==> src/hdl/spq_pkg.sv <==
// Package for the sorted priority queue: depth, derived widths, entry layout
// and the result status codes. No dependencies.
package spq_pkg;

  localparam int DEPTH = 16;                   // queue capacity, 2 .. 31
  localparam int AW    = $clog2(DEPTH);        // entry address width
  localparam int CW    = $clog2(DEPTH + 1);    // occupancy counter width

  localparam logic KIND_INSERT = 1'b0;
  localparam logic KIND_SERVE  = 1'b1;

  typedef enum logic [1:0] {
    ST_INSERTED = 2'd0,
    ST_SERVED   = 2'd1,
    ST_EMPTY    = 2'd2,
    ST_FULL     = 2'd3
  } status_e;

  // priority in the high byte, client in the low byte
  typedef struct packed {
    logic [7:0] prio;
    logic [7:0] client;
  } entry_t;

endpackage

==> src/hdl/spq_ram.sv <==
// Generic simple dual-port RAM: one write port, one read port, registered read.
// No dependencies.
module spq_ram #(
  parameter int WIDTH = 16,
  parameter int DEPTH = 16
) (
  input  logic                     clk_i,
  input  logic                     we_i,
  input  logic [$clog2(DEPTH)-1:0] waddr_i,
  input  logic [WIDTH-1:0]         wdata_i,
  input  logic [$clog2(DEPTH)-1:0] raddr_i,
  output logic [WIDTH-1:0]         rdata_o
);

  logic [WIDTH-1:0] mem_q [DEPTH];

  always_ff @(posedge clk_i) begin
    if (we_i) begin
      mem_q[waddr_i] <= wdata_i;
    end
    rdata_o <= mem_q[raddr_i];
  end

endmodule

==> src/hdl/sorted_priority_queue.sv <==
// Top level of the sorted priority queue: sequencer, counters and result
// register. Depends on spq_pkg and spq_ram.
//
// Bounded queue of DEPTH entries (client byte plus priority number) held in a
// RAM in ascending priority order; entry 0 is the front. Every input beat
// gives exactly one result beat. An insert walks down from the back of the
// queue with one comparator, moving each entry with a larger number up by one
// place, one entry per cycle, and drops the new entry in behind the last entry
// of lower or equal number, so equal priorities leave in arrival order. A
// serve reads the front entry and then shifts the remaining entries down, one
// per cycle through the single RAM port pair. Serving an empty queue or
// inserting into a full one leaves the queue untouched and reports status
// empty or full. in_ready_o is high only in S_IDLE, between items, and rises
// once S_DONE has moved the result into the output register; S_DONE waits
// while that register still holds a result that has not been taken.
// A finished result sits in an output register, so the next item may be
// accepted before that result is taken.
// The entry RAM needs no clearing after reset: only entries below the count
// are ever read.
module sorted_priority_queue (
  input  logic       clk_i,
  input  logic       rst_ni,
  input  logic       in_valid_i,
  output logic       in_ready_o,
  input  logic       kind_i,
  input  logic [7:0] client_i,
  input  logic [7:0] priority_req_i,
  output logic       out_valid_o,
  input  logic       out_ready_i,
  output logic [1:0] status_o,
  output logic [7:0] served_client_o,
  output logic [7:0] served_priority_o,
  output logic [4:0] occupancy_o
);
  import spq_pkg::*;

  typedef enum logic [2:0] {
    S_IDLE,      // waiting for an item
    S_INS,       // insert walk: compare entry idx, move it up if larger
    S_PUT,       // new entry goes to the front
    S_SRV_HEAD,  // front entry read back
    S_SRV,       // shift remaining entries down
    S_DONE       // result waits for the output register
  } state_e;

  state_e         state_q, state_d;
  logic [CW-1:0]  count_q, count_d;
  logic [AW-1:0]  idx_q, idx_d;
  entry_t         new_q, new_d;        // entry being inserted
  status_e        st_q, st_d;          // pending result
  entry_t         srv_q, srv_d;        // pending served entry

  logic           out_valid_q, out_valid_d;
  status_e        status_q, status_d;
  entry_t         out_ent_q, out_ent_d;
  logic [4:0]     occ_q, occ_d;

  // RAM port control
  logic           we;
  logic [AW-1:0]  waddr;
  entry_t         wdata;
  logic [AW-1:0]  raddr;
  entry_t         rdata;

  spq_ram #(
    .WIDTH ($bits(entry_t)),
    .DEPTH (DEPTH)
  ) u_ram (
    .clk_i   (clk_i),
    .we_i    (we),
    .waddr_i (waddr),
    .wdata_i (wdata),
    .raddr_i (raddr),
    .rdata_o (rdata)
  );

  always_comb begin
    state_d     = state_q;
    count_d     = count_q;
    idx_d       = idx_q;
    new_d       = new_q;
    st_d        = st_q;
    srv_d       = srv_q;
    out_valid_d = out_valid_q;
    status_d    = status_q;
    out_ent_d   = out_ent_q;
    occ_d       = occ_q;
    we          = 1'b0;
    waddr       = '0;
    wdata       = new_q;
    raddr       = '0;

    if (out_ready_i) begin
      out_valid_d = 1'b0;
    end

    unique case (state_q)
      S_IDLE: begin
        if (in_valid_i) begin
          new_d = '{prio: priority_req_i, client: client_i};
          srv_d = '0;
          if (kind_i == KIND_INSERT) begin
            if (count_q == CW'(DEPTH)) begin
              st_d    = ST_FULL;
              state_d = S_DONE;
            end else if (count_q == '0) begin
              // empty queue: write straight to the front
              we      = 1'b1;
              waddr   = '0;
              wdata   = '{prio: priority_req_i, client: client_i};
              count_d = count_q + 1'b1;
              st_d    = ST_INSERTED;
              state_d = S_DONE;
            end else begin
              raddr   = AW'(count_q - 1'b1);
              idx_d   = AW'(count_q - 1'b1);
              state_d = S_INS;
            end
          end else begin
            if (count_q == '0) begin
              st_d    = ST_EMPTY;
              state_d = S_DONE;
            end else begin
              raddr   = '0;
              state_d = S_SRV_HEAD;
            end
          end
        end
      end

      S_INS: begin
        we    = 1'b1;
        waddr = idx_q + 1'b1;
        if (rdata.prio > new_q.prio) begin
          // larger number: move it one place back, look at the next one
          wdata = rdata;
          if (idx_q == '0) begin
            state_d = S_PUT;
          end else begin
            idx_d = idx_q - 1'b1;
            raddr = idx_q - 1'b1;
          end
        end else begin
          wdata   = new_q;
          count_d = count_q + 1'b1;
          st_d    = ST_INSERTED;
          state_d = S_DONE;
        end
      end

      S_PUT: begin
        we      = 1'b1;
        waddr   = '0;
        wdata   = new_q;
        count_d = count_q + 1'b1;
        st_d    = ST_INSERTED;
        state_d = S_DONE;
      end

      S_SRV_HEAD: begin
        srv_d = rdata;
        if (count_q == CW'(1)) begin
          count_d = count_q - 1'b1;
          st_d    = ST_SERVED;
          state_d = S_DONE;
        end else begin
          idx_d   = AW'(1);
          raddr   = AW'(1);
          state_d = S_SRV;
        end
      end

      S_SRV: begin
        we    = 1'b1;
        waddr = idx_q - 1'b1;
        wdata = rdata;
        if (CW'(idx_q) + 1'b1 == count_q) begin
          count_d = count_q - 1'b1;
          st_d    = ST_SERVED;
          state_d = S_DONE;
        end else begin
          idx_d = idx_q + 1'b1;
          raddr = idx_q + 1'b1;
        end
      end

      S_DONE: begin
        if (!out_valid_q || out_ready_i) begin
          out_valid_d = 1'b1;
          status_d    = st_q;
          out_ent_d   = srv_q;
          occ_d       = 5'(count_q);
          state_d     = S_IDLE;
        end
      end

      default: state_d = S_IDLE;
    endcase
  end

  always_ff @(posedge clk_i or negedge rst_ni) begin
    if (!rst_ni) begin
      state_q     <= S_IDLE;
      count_q     <= '0;
      out_valid_q <= 1'b0;
    end else begin
      state_q     <= state_d;
      count_q     <= count_d;
      out_valid_q <= out_valid_d;
    end
  end

  // payload registers, no reset
  always_ff @(posedge clk_i) begin
    idx_q     <= idx_d;
    new_q     <= new_d;
    st_q      <= st_d;
    srv_q     <= srv_d;
    status_q  <= status_d;
    out_ent_q <= out_ent_d;
    occ_q     <= occ_d;
  end

  assign in_ready_o        = (state_q == S_IDLE);
  assign out_valid_o       = out_valid_q;
  assign status_o          = status_q;
  assign served_client_o   = out_ent_q.client;
  assign served_priority_o = out_ent_q.prio;
  assign occupancy_o       = occ_q;

endmodule

==> config.mk <==
export PLATFORM = sky130hd
export DESIGN_NAME = sorted_priority_queue
export DESIGN_NICKNAME = d
export VERILOG_FILES = /design/src/hdl/spq_pkg.sv /design/src/hdl/spq_ram.sv /design/src/hdl/sorted_priority_queue.sv
export SDC_FILE = /design/constraint.sdc
export NUM_CORES = 1
export LEC_CHECK = 0
export BUFFER_PORTS_ARGS = -buffer_cell sky130_fd_sc_hd__clkbuf_2
export CORE_UTILIZATION = 28
export DETAILED_ROUTE_END_ITERATION = 10
export GPL_TIMING_DRIVEN = 0
export SETUP_SLACK_MARGIN = 0.3
export SLEW_MARGIN = 30
export SYNTH_ARGS = -nofsm -noshare
export SYNTH_HDL_FRONTEND = slang
export SYNTH_SLANG_ARGS = --single-unit
==> constraint.sdc <==
create_clock -name clk_i -period 9.3 [get_ports clk_i]
set_input_delay 1.86 -clock clk_i [delete_from_list [all_inputs] [get_ports clk_i]]
set_output_delay 1.86 -clock clk_i [all_outputs]
set_load 0.02 [all_outputs]
# After elaboration in Yosys (flattened, before gate mapping)
# Memory sizes are Yosys's and may differ from the RTL's. A register that Yosys moved wholly into a read port is not among the register bits.
# Index checks and enable logic that the tools add are counted.
# W data, S select, Z words.
# word_totals
word_cells	125
regBits	70
inputBits	21
out_inout_bits	25
mem_count	1
ram_bits	256
# classes
addsub	5
n_eq_ne	24
reduce_logical	16
n_mux	65
n_lt_le_gt_ge	1
# mem_list
memory	depth	word_bits	rd	rd_ports_with_merged_regs	write_ports	line_no	rtl
u_ram.mem_q	16	16	1	1	1	spq_ram.sv:15	logic [WIDTH-1:0] mem_q [DEPTH];
# op_table
op	n
$mux W16	6
$mux W4	15
$pmux W16 S3	1
$mux W5	7
$pmux W16 S2	1
$pmux W4 S4	2
$mux W3	9
$pmux W5 S5	1
$ne A2 B2 Y1 const B	12
$pmux W3 S6	1
$mux W2	8
$mux W1	11
$pmux W2 S5	1
$reduce_and A9 Y1	1
$gt A8 B8 Y1	1
$pmux W4 S2	1
$reduce_and A8 Y1	1
$reduce_and A7 Y1	1
$eq A3 B2 Y1 const B	2
$eq A3 B3 Y1 const B	2
$reduce_and A2 Y1	3
$add A4 B1 Y5 const B	1
$add A5 B1 Y5 const B	1
$eq A5 B1 Y1 const B	1
21 further kinds	21

# Longest topological paths before layout
# depth
depth_word	8
ltp_mapped	16

# Cells and area by module
# Synthesis repeated with hierarchy kept, for this count alone.
# hier_totals
hier_cells	751
hier_area_um2	13797.0
# by_module_without_submodules
mod	area_each_um2	n_inst	cells_each	seq_area_each_um2
spq_ram	10042.1	1	432	8007.7
sorted_priority_queue	3754.9	1	319	2057.0

# Worst setup path after synthesis
# OpenSTA, ideal clock, no wires.
# synth_path
path_kind	input -> register
from	in in_valid_i
to	mem u_ram.mem_q[0][0] (enable)
path_stages	6
slack_ns	5.067
path_buffers	1
required_time_ns	8.912
arrival_ns	3.845
path_cell_list	and2_1 -> and2_1 -> clkbuf_1 -> nor2_1 -> o32a_1 -> nor2_1
# synth_between
elab_chain_cells	4
# synth_rtl
item	line_no	rtl
from (decl)	sorted_priority_queue.sv:23	input logic in_valid_i,
$mux W1	sorted_priority_queue.sv:99	if (in_valid_i) begin
$pmux W1 S2	sorted_priority_queue.sv:97	unique case (state_q)
$mux W1	spq_ram.sv:18	if (we_i) begin
$mux W1 (implied by the code)	spq_ram.sv:19	mem_q[waddr_i] <= wdata_i;
to (decl)	spq_ram.sv:15	
# Every way passes these cells.

# Worst setup path in the final report
# layout_path
from	in in_valid_i
to	mem u_ram.mem_q[4][2] (enable)
# Same word-level chain as after synthesis.

==> results.tsv <==
stage	metric	value	unit
run_status	outcome	completed	
cells_and_area	footprint of the multi-input gates	0.00349	mm^2
cells_and_area	Diodes inserted	0	
cells_and_area	most frequent cells in the layout	317 x edfxtp_1, 113 x mux2i_1, 45 x clkbuf_2	
critical_path	critical path, cell by cell	clkbuf_2, and2_1, and2_1, clkbuf_1, nor2_1, o32a_1, nor2_2, buf_6	
pwr	clock network power share	20.3	%
clocking	H-tree level count	2	
placement	routability cong.	0.834	
timing	unrepaired setup endpoints after global routing	false	
hold_path	Worst Hold End	served_client_o[3]	
route	detail-routed net length per standard cell	18.6	um
route	drt initial violations	767	
placement	pre-CTS WS	4290	ps
clocking	Post-CTS Setup Inserts	0	
critical_path	R2R cell count	10	
critical_path	kind of critical path	input pin to register	
pwr	Flop pwr share	37.1	%
timing	Least-Margin Pin Slew	859	ps
critical_path	Reg-to-Reg Start	state_q[0]	
critical_path	Crit Reg-Reg Endpoint	u_ram.mem_q[4][2]	
route	DR pass1 iterations	7	
global_routing	first-pass GRT wire length	47.1	mm
global_routing	M1 GR Usage	16.1	%
critical_path	CP peak stage delay	710	ps
clocking	Worst-Skew Late Latency	540	ps
timing	period utilization	47.1	%
critical_path	CP max FO	18	
floorplanning	Core ar.	0.0491	mm^2
route	Vias/cell	4.70	
route	Final ANT Viol Nets	0	
clocking	Clock Path Buffers	3	
floorplanning	Initial Utilization	28.4	%
hold_path	Hold Path Origin	srv_q[3]	
route	DR DRC count	0	
clocking	TritonCTS clock tree	built	
critical_path	Critical Path Most Common Cell	and2_1	
clocking	clock sink count	342	
synthesis	Warnings, synthesis	0	
timing	final setup violation count	0	
global_routing	Top Usage Layer GRT	met2	
critical_path	Crit. End Element	register	
cells_and_area	area grow syn2layout	16.9	%
timing	max_slew headroom	42.7	%
pwr	Sw Ratio	38.6	%
floorplanning	Die Height	225	um
synthesis	EDFF count, synth	317	
critical_path	Worst path slowest cell	and2_1	
global_routing	pin count of the biggest net entering global routing	24	
synthesis	post-synthesis register bit count	342	
clocking	Root Buffer	clkbuf_16	
global_routing	met3 Track Usage GR	2.18	%
cells_and_area	FF+latch area	0.0101	mm^2
global_routing	met2 usage	20.6	%
timing	final worst path period need	4380	ps
critical_path	WP data arrival	4600	ps
pwr	Leak	0.00594	uW
placement	# placed instances	1608	
cells_and_area	most common cell after layout, fill and taps aside	edfxtp_1	
floorplanning	Die X	225	um
synthesis	Synth cell types	57	
critical_path	worst reg-to-reg setup slack	5240	ps
timing	fmax	228	MHz
floorplanning	site row count	81	
route	routed via count	7864	
global_routing	initial antenna violation count	0	
pwr	PD cells	406	mW/mm^2
cells_and_area	fraction of final layout cells with drive strength greater than 1	16.3	%
pwr	P_sw	2550	uW
timing	Hold Fails Final Rpt	0	
route	DRT Wirelength	31.1	mm
placement	Port-buffer cells	45	
critical_path	WP data required	9520	ps
timing	fin. max-slew vios	0	
clocking	Post-CTS Hold Fix Bufs	0	
hold_path	Hold Path Class	register to register	
synthesis	Post-synth ARST share	2.63	%
cells_and_area	Final Non-Filler Cells	1672	
clocking	cts bufs inserted	35	
floorplanning	die area	0.0506	mm^2
floorplanning	I/O pins	46	
timing	worst hold slack	415	ps
global_routing	vias in the first global route	7840	
synthesis	Synthesized Nets	922	
timing	Worst Skew	30.0	ps
synthesis	Main synth FF type	edfxtp_1	
run	Max-cap violations	0	
cells_and_area	Final nets	1017	
synthesis	Seq/Total Area, Yosys	72.3	%
synthesis	Synth Cell Area	0.0139	mm^2
pwr	Comb power frac	42.6	%
timing	setup total negative slack	0	ps
synthesis	Avg Inst Size Synth	15.7	um^2
clocking	post-cts sizing count	0	
clocking	Clock Pin Slew Worst Setup and Hold Paths	70	ps
hold_path	Hold Crit Depth	0	
cells_and_area	# fillers	4737	
placement	Detailed Place HPWL	22.0	mm
pwr	Internal	4050	uW
global_routing	GRT Util Overall	12.3	%
synthesis	Cells after Synth	886	
global_routing	grt ovf	0	
critical_path	CP Launch Type	input pin	
pwr	VDD IR max	0.180	mV
timing	Setup WS post-layout	4920	ps
## final cells by class
class / instances / share of cell area, %
Buffer: 57 / 1.92
Clock buffer: 46 / 5.89
Clock inverter: 18 / 0.800
Inverter: 30 / 0.692
Multi-Input combinational cell: 457 / 21.4
Sequential cell: 342 / 61.8
Tap cell: 664 / 5.10
Timing Repair Buffer: 58 / 2.31
## logic make-up (layout without fill, tap and decap cells)
logic type / after synthesis / in the layout / share of synthesized area (%)
AOI/OAI and AO/OA: 165 / 165 / 8.88
buffers and inverters: 87 / 209 / 3.05
DFF: 342 / 342 / 72.3
muxes: 113 / 113 / 8.12
and+or+nand+nor: 148 / 148 / 5.22
xor gates and xnor gates: 16 / 16 / 1.11
adders and majority gates: 15 / 15 / 1.35
## stage by stage
stage	instance area (um^2)	total power, uW	utilization (%)
after detailed placement	15200	5290	31.0
after floorplan	13900	4310	-
after global routing	16300	6930	33.2
final	16300	6600	33.2
after global placement	15000	5180	30.5
after CTS	16300	6640	33.2
## worst max-delay path by stage
stage	start	endpoint	slack, ps	cells past startpoint
after global routing	in_valid_i	u_ram.mem_q[4][3]	4720	8
after CTS	in_valid_i	u_ram.mem_q[4][3]	4860	8
after floorplan	in_valid_i	u_ram.mem_q[0][0]	5070	6
after detailed placement	in_valid_i	u_ram.mem_q[4][8]	4290	8
final	in_valid_i	u_ram.mem_q[4][2]	4920	8
after global placement	in_valid_i	u_ram.mem_q[12][9]	3770	7
## flip-flops by register name (all words and copies together) (netlist names), 3 cells and up
name / flops
served_priority_o: 8
new_q: 16
u_ram.mem_q: 256
srv_q: 16
occupancy_o: 5
idx_q: 4
served_client_o: 8
u_ram.rdata_o: 16
state_q: 3
count_q: 5
## worst max-delay path, delay by kind of cell
kind	cells	cell delay [ps]
compound gates	1	450
buf+inv	3	710
simple gates	4	1560
## synth_stat cells, types with 18 or more instances
| master | number | area [um^2] |
|---|---|---|
| mux2i_1 | 113 | 1130 |
| inv_1 | 30 | 113 |
| buf_2 | 19 | 95.1 |
| edfxtp_1 | 317 | 9520 |
| o32a_1 | 18 | 180 |
| a21oi_1 | 28 | 140 |
| nand2_1 | 44 | 165 |
| clkbuf_1 | 25 | 93.8 |
| nor2_1 | 42 | 158 |
| o22ai_1 | 37 | 231 |
## power groups by stage
stage	Combinational (uW)	Sequential (uW)	Clock, uW
floorplan	1830	2470	0
global placement	2710	2470	0
detailed placement	2810	2480	0
CTS	2820	2450	1370
global route	3030	2470	1430
finish	2810	2450	1340
## metal layers
metal  up-vias  wire length, um
met4         0              740
met5         -                0
met2       235            14800
li1       3676                -
met1      3902            13700
met3        51             1820
No activity file was read; power rests on OpenSTA's default activity.
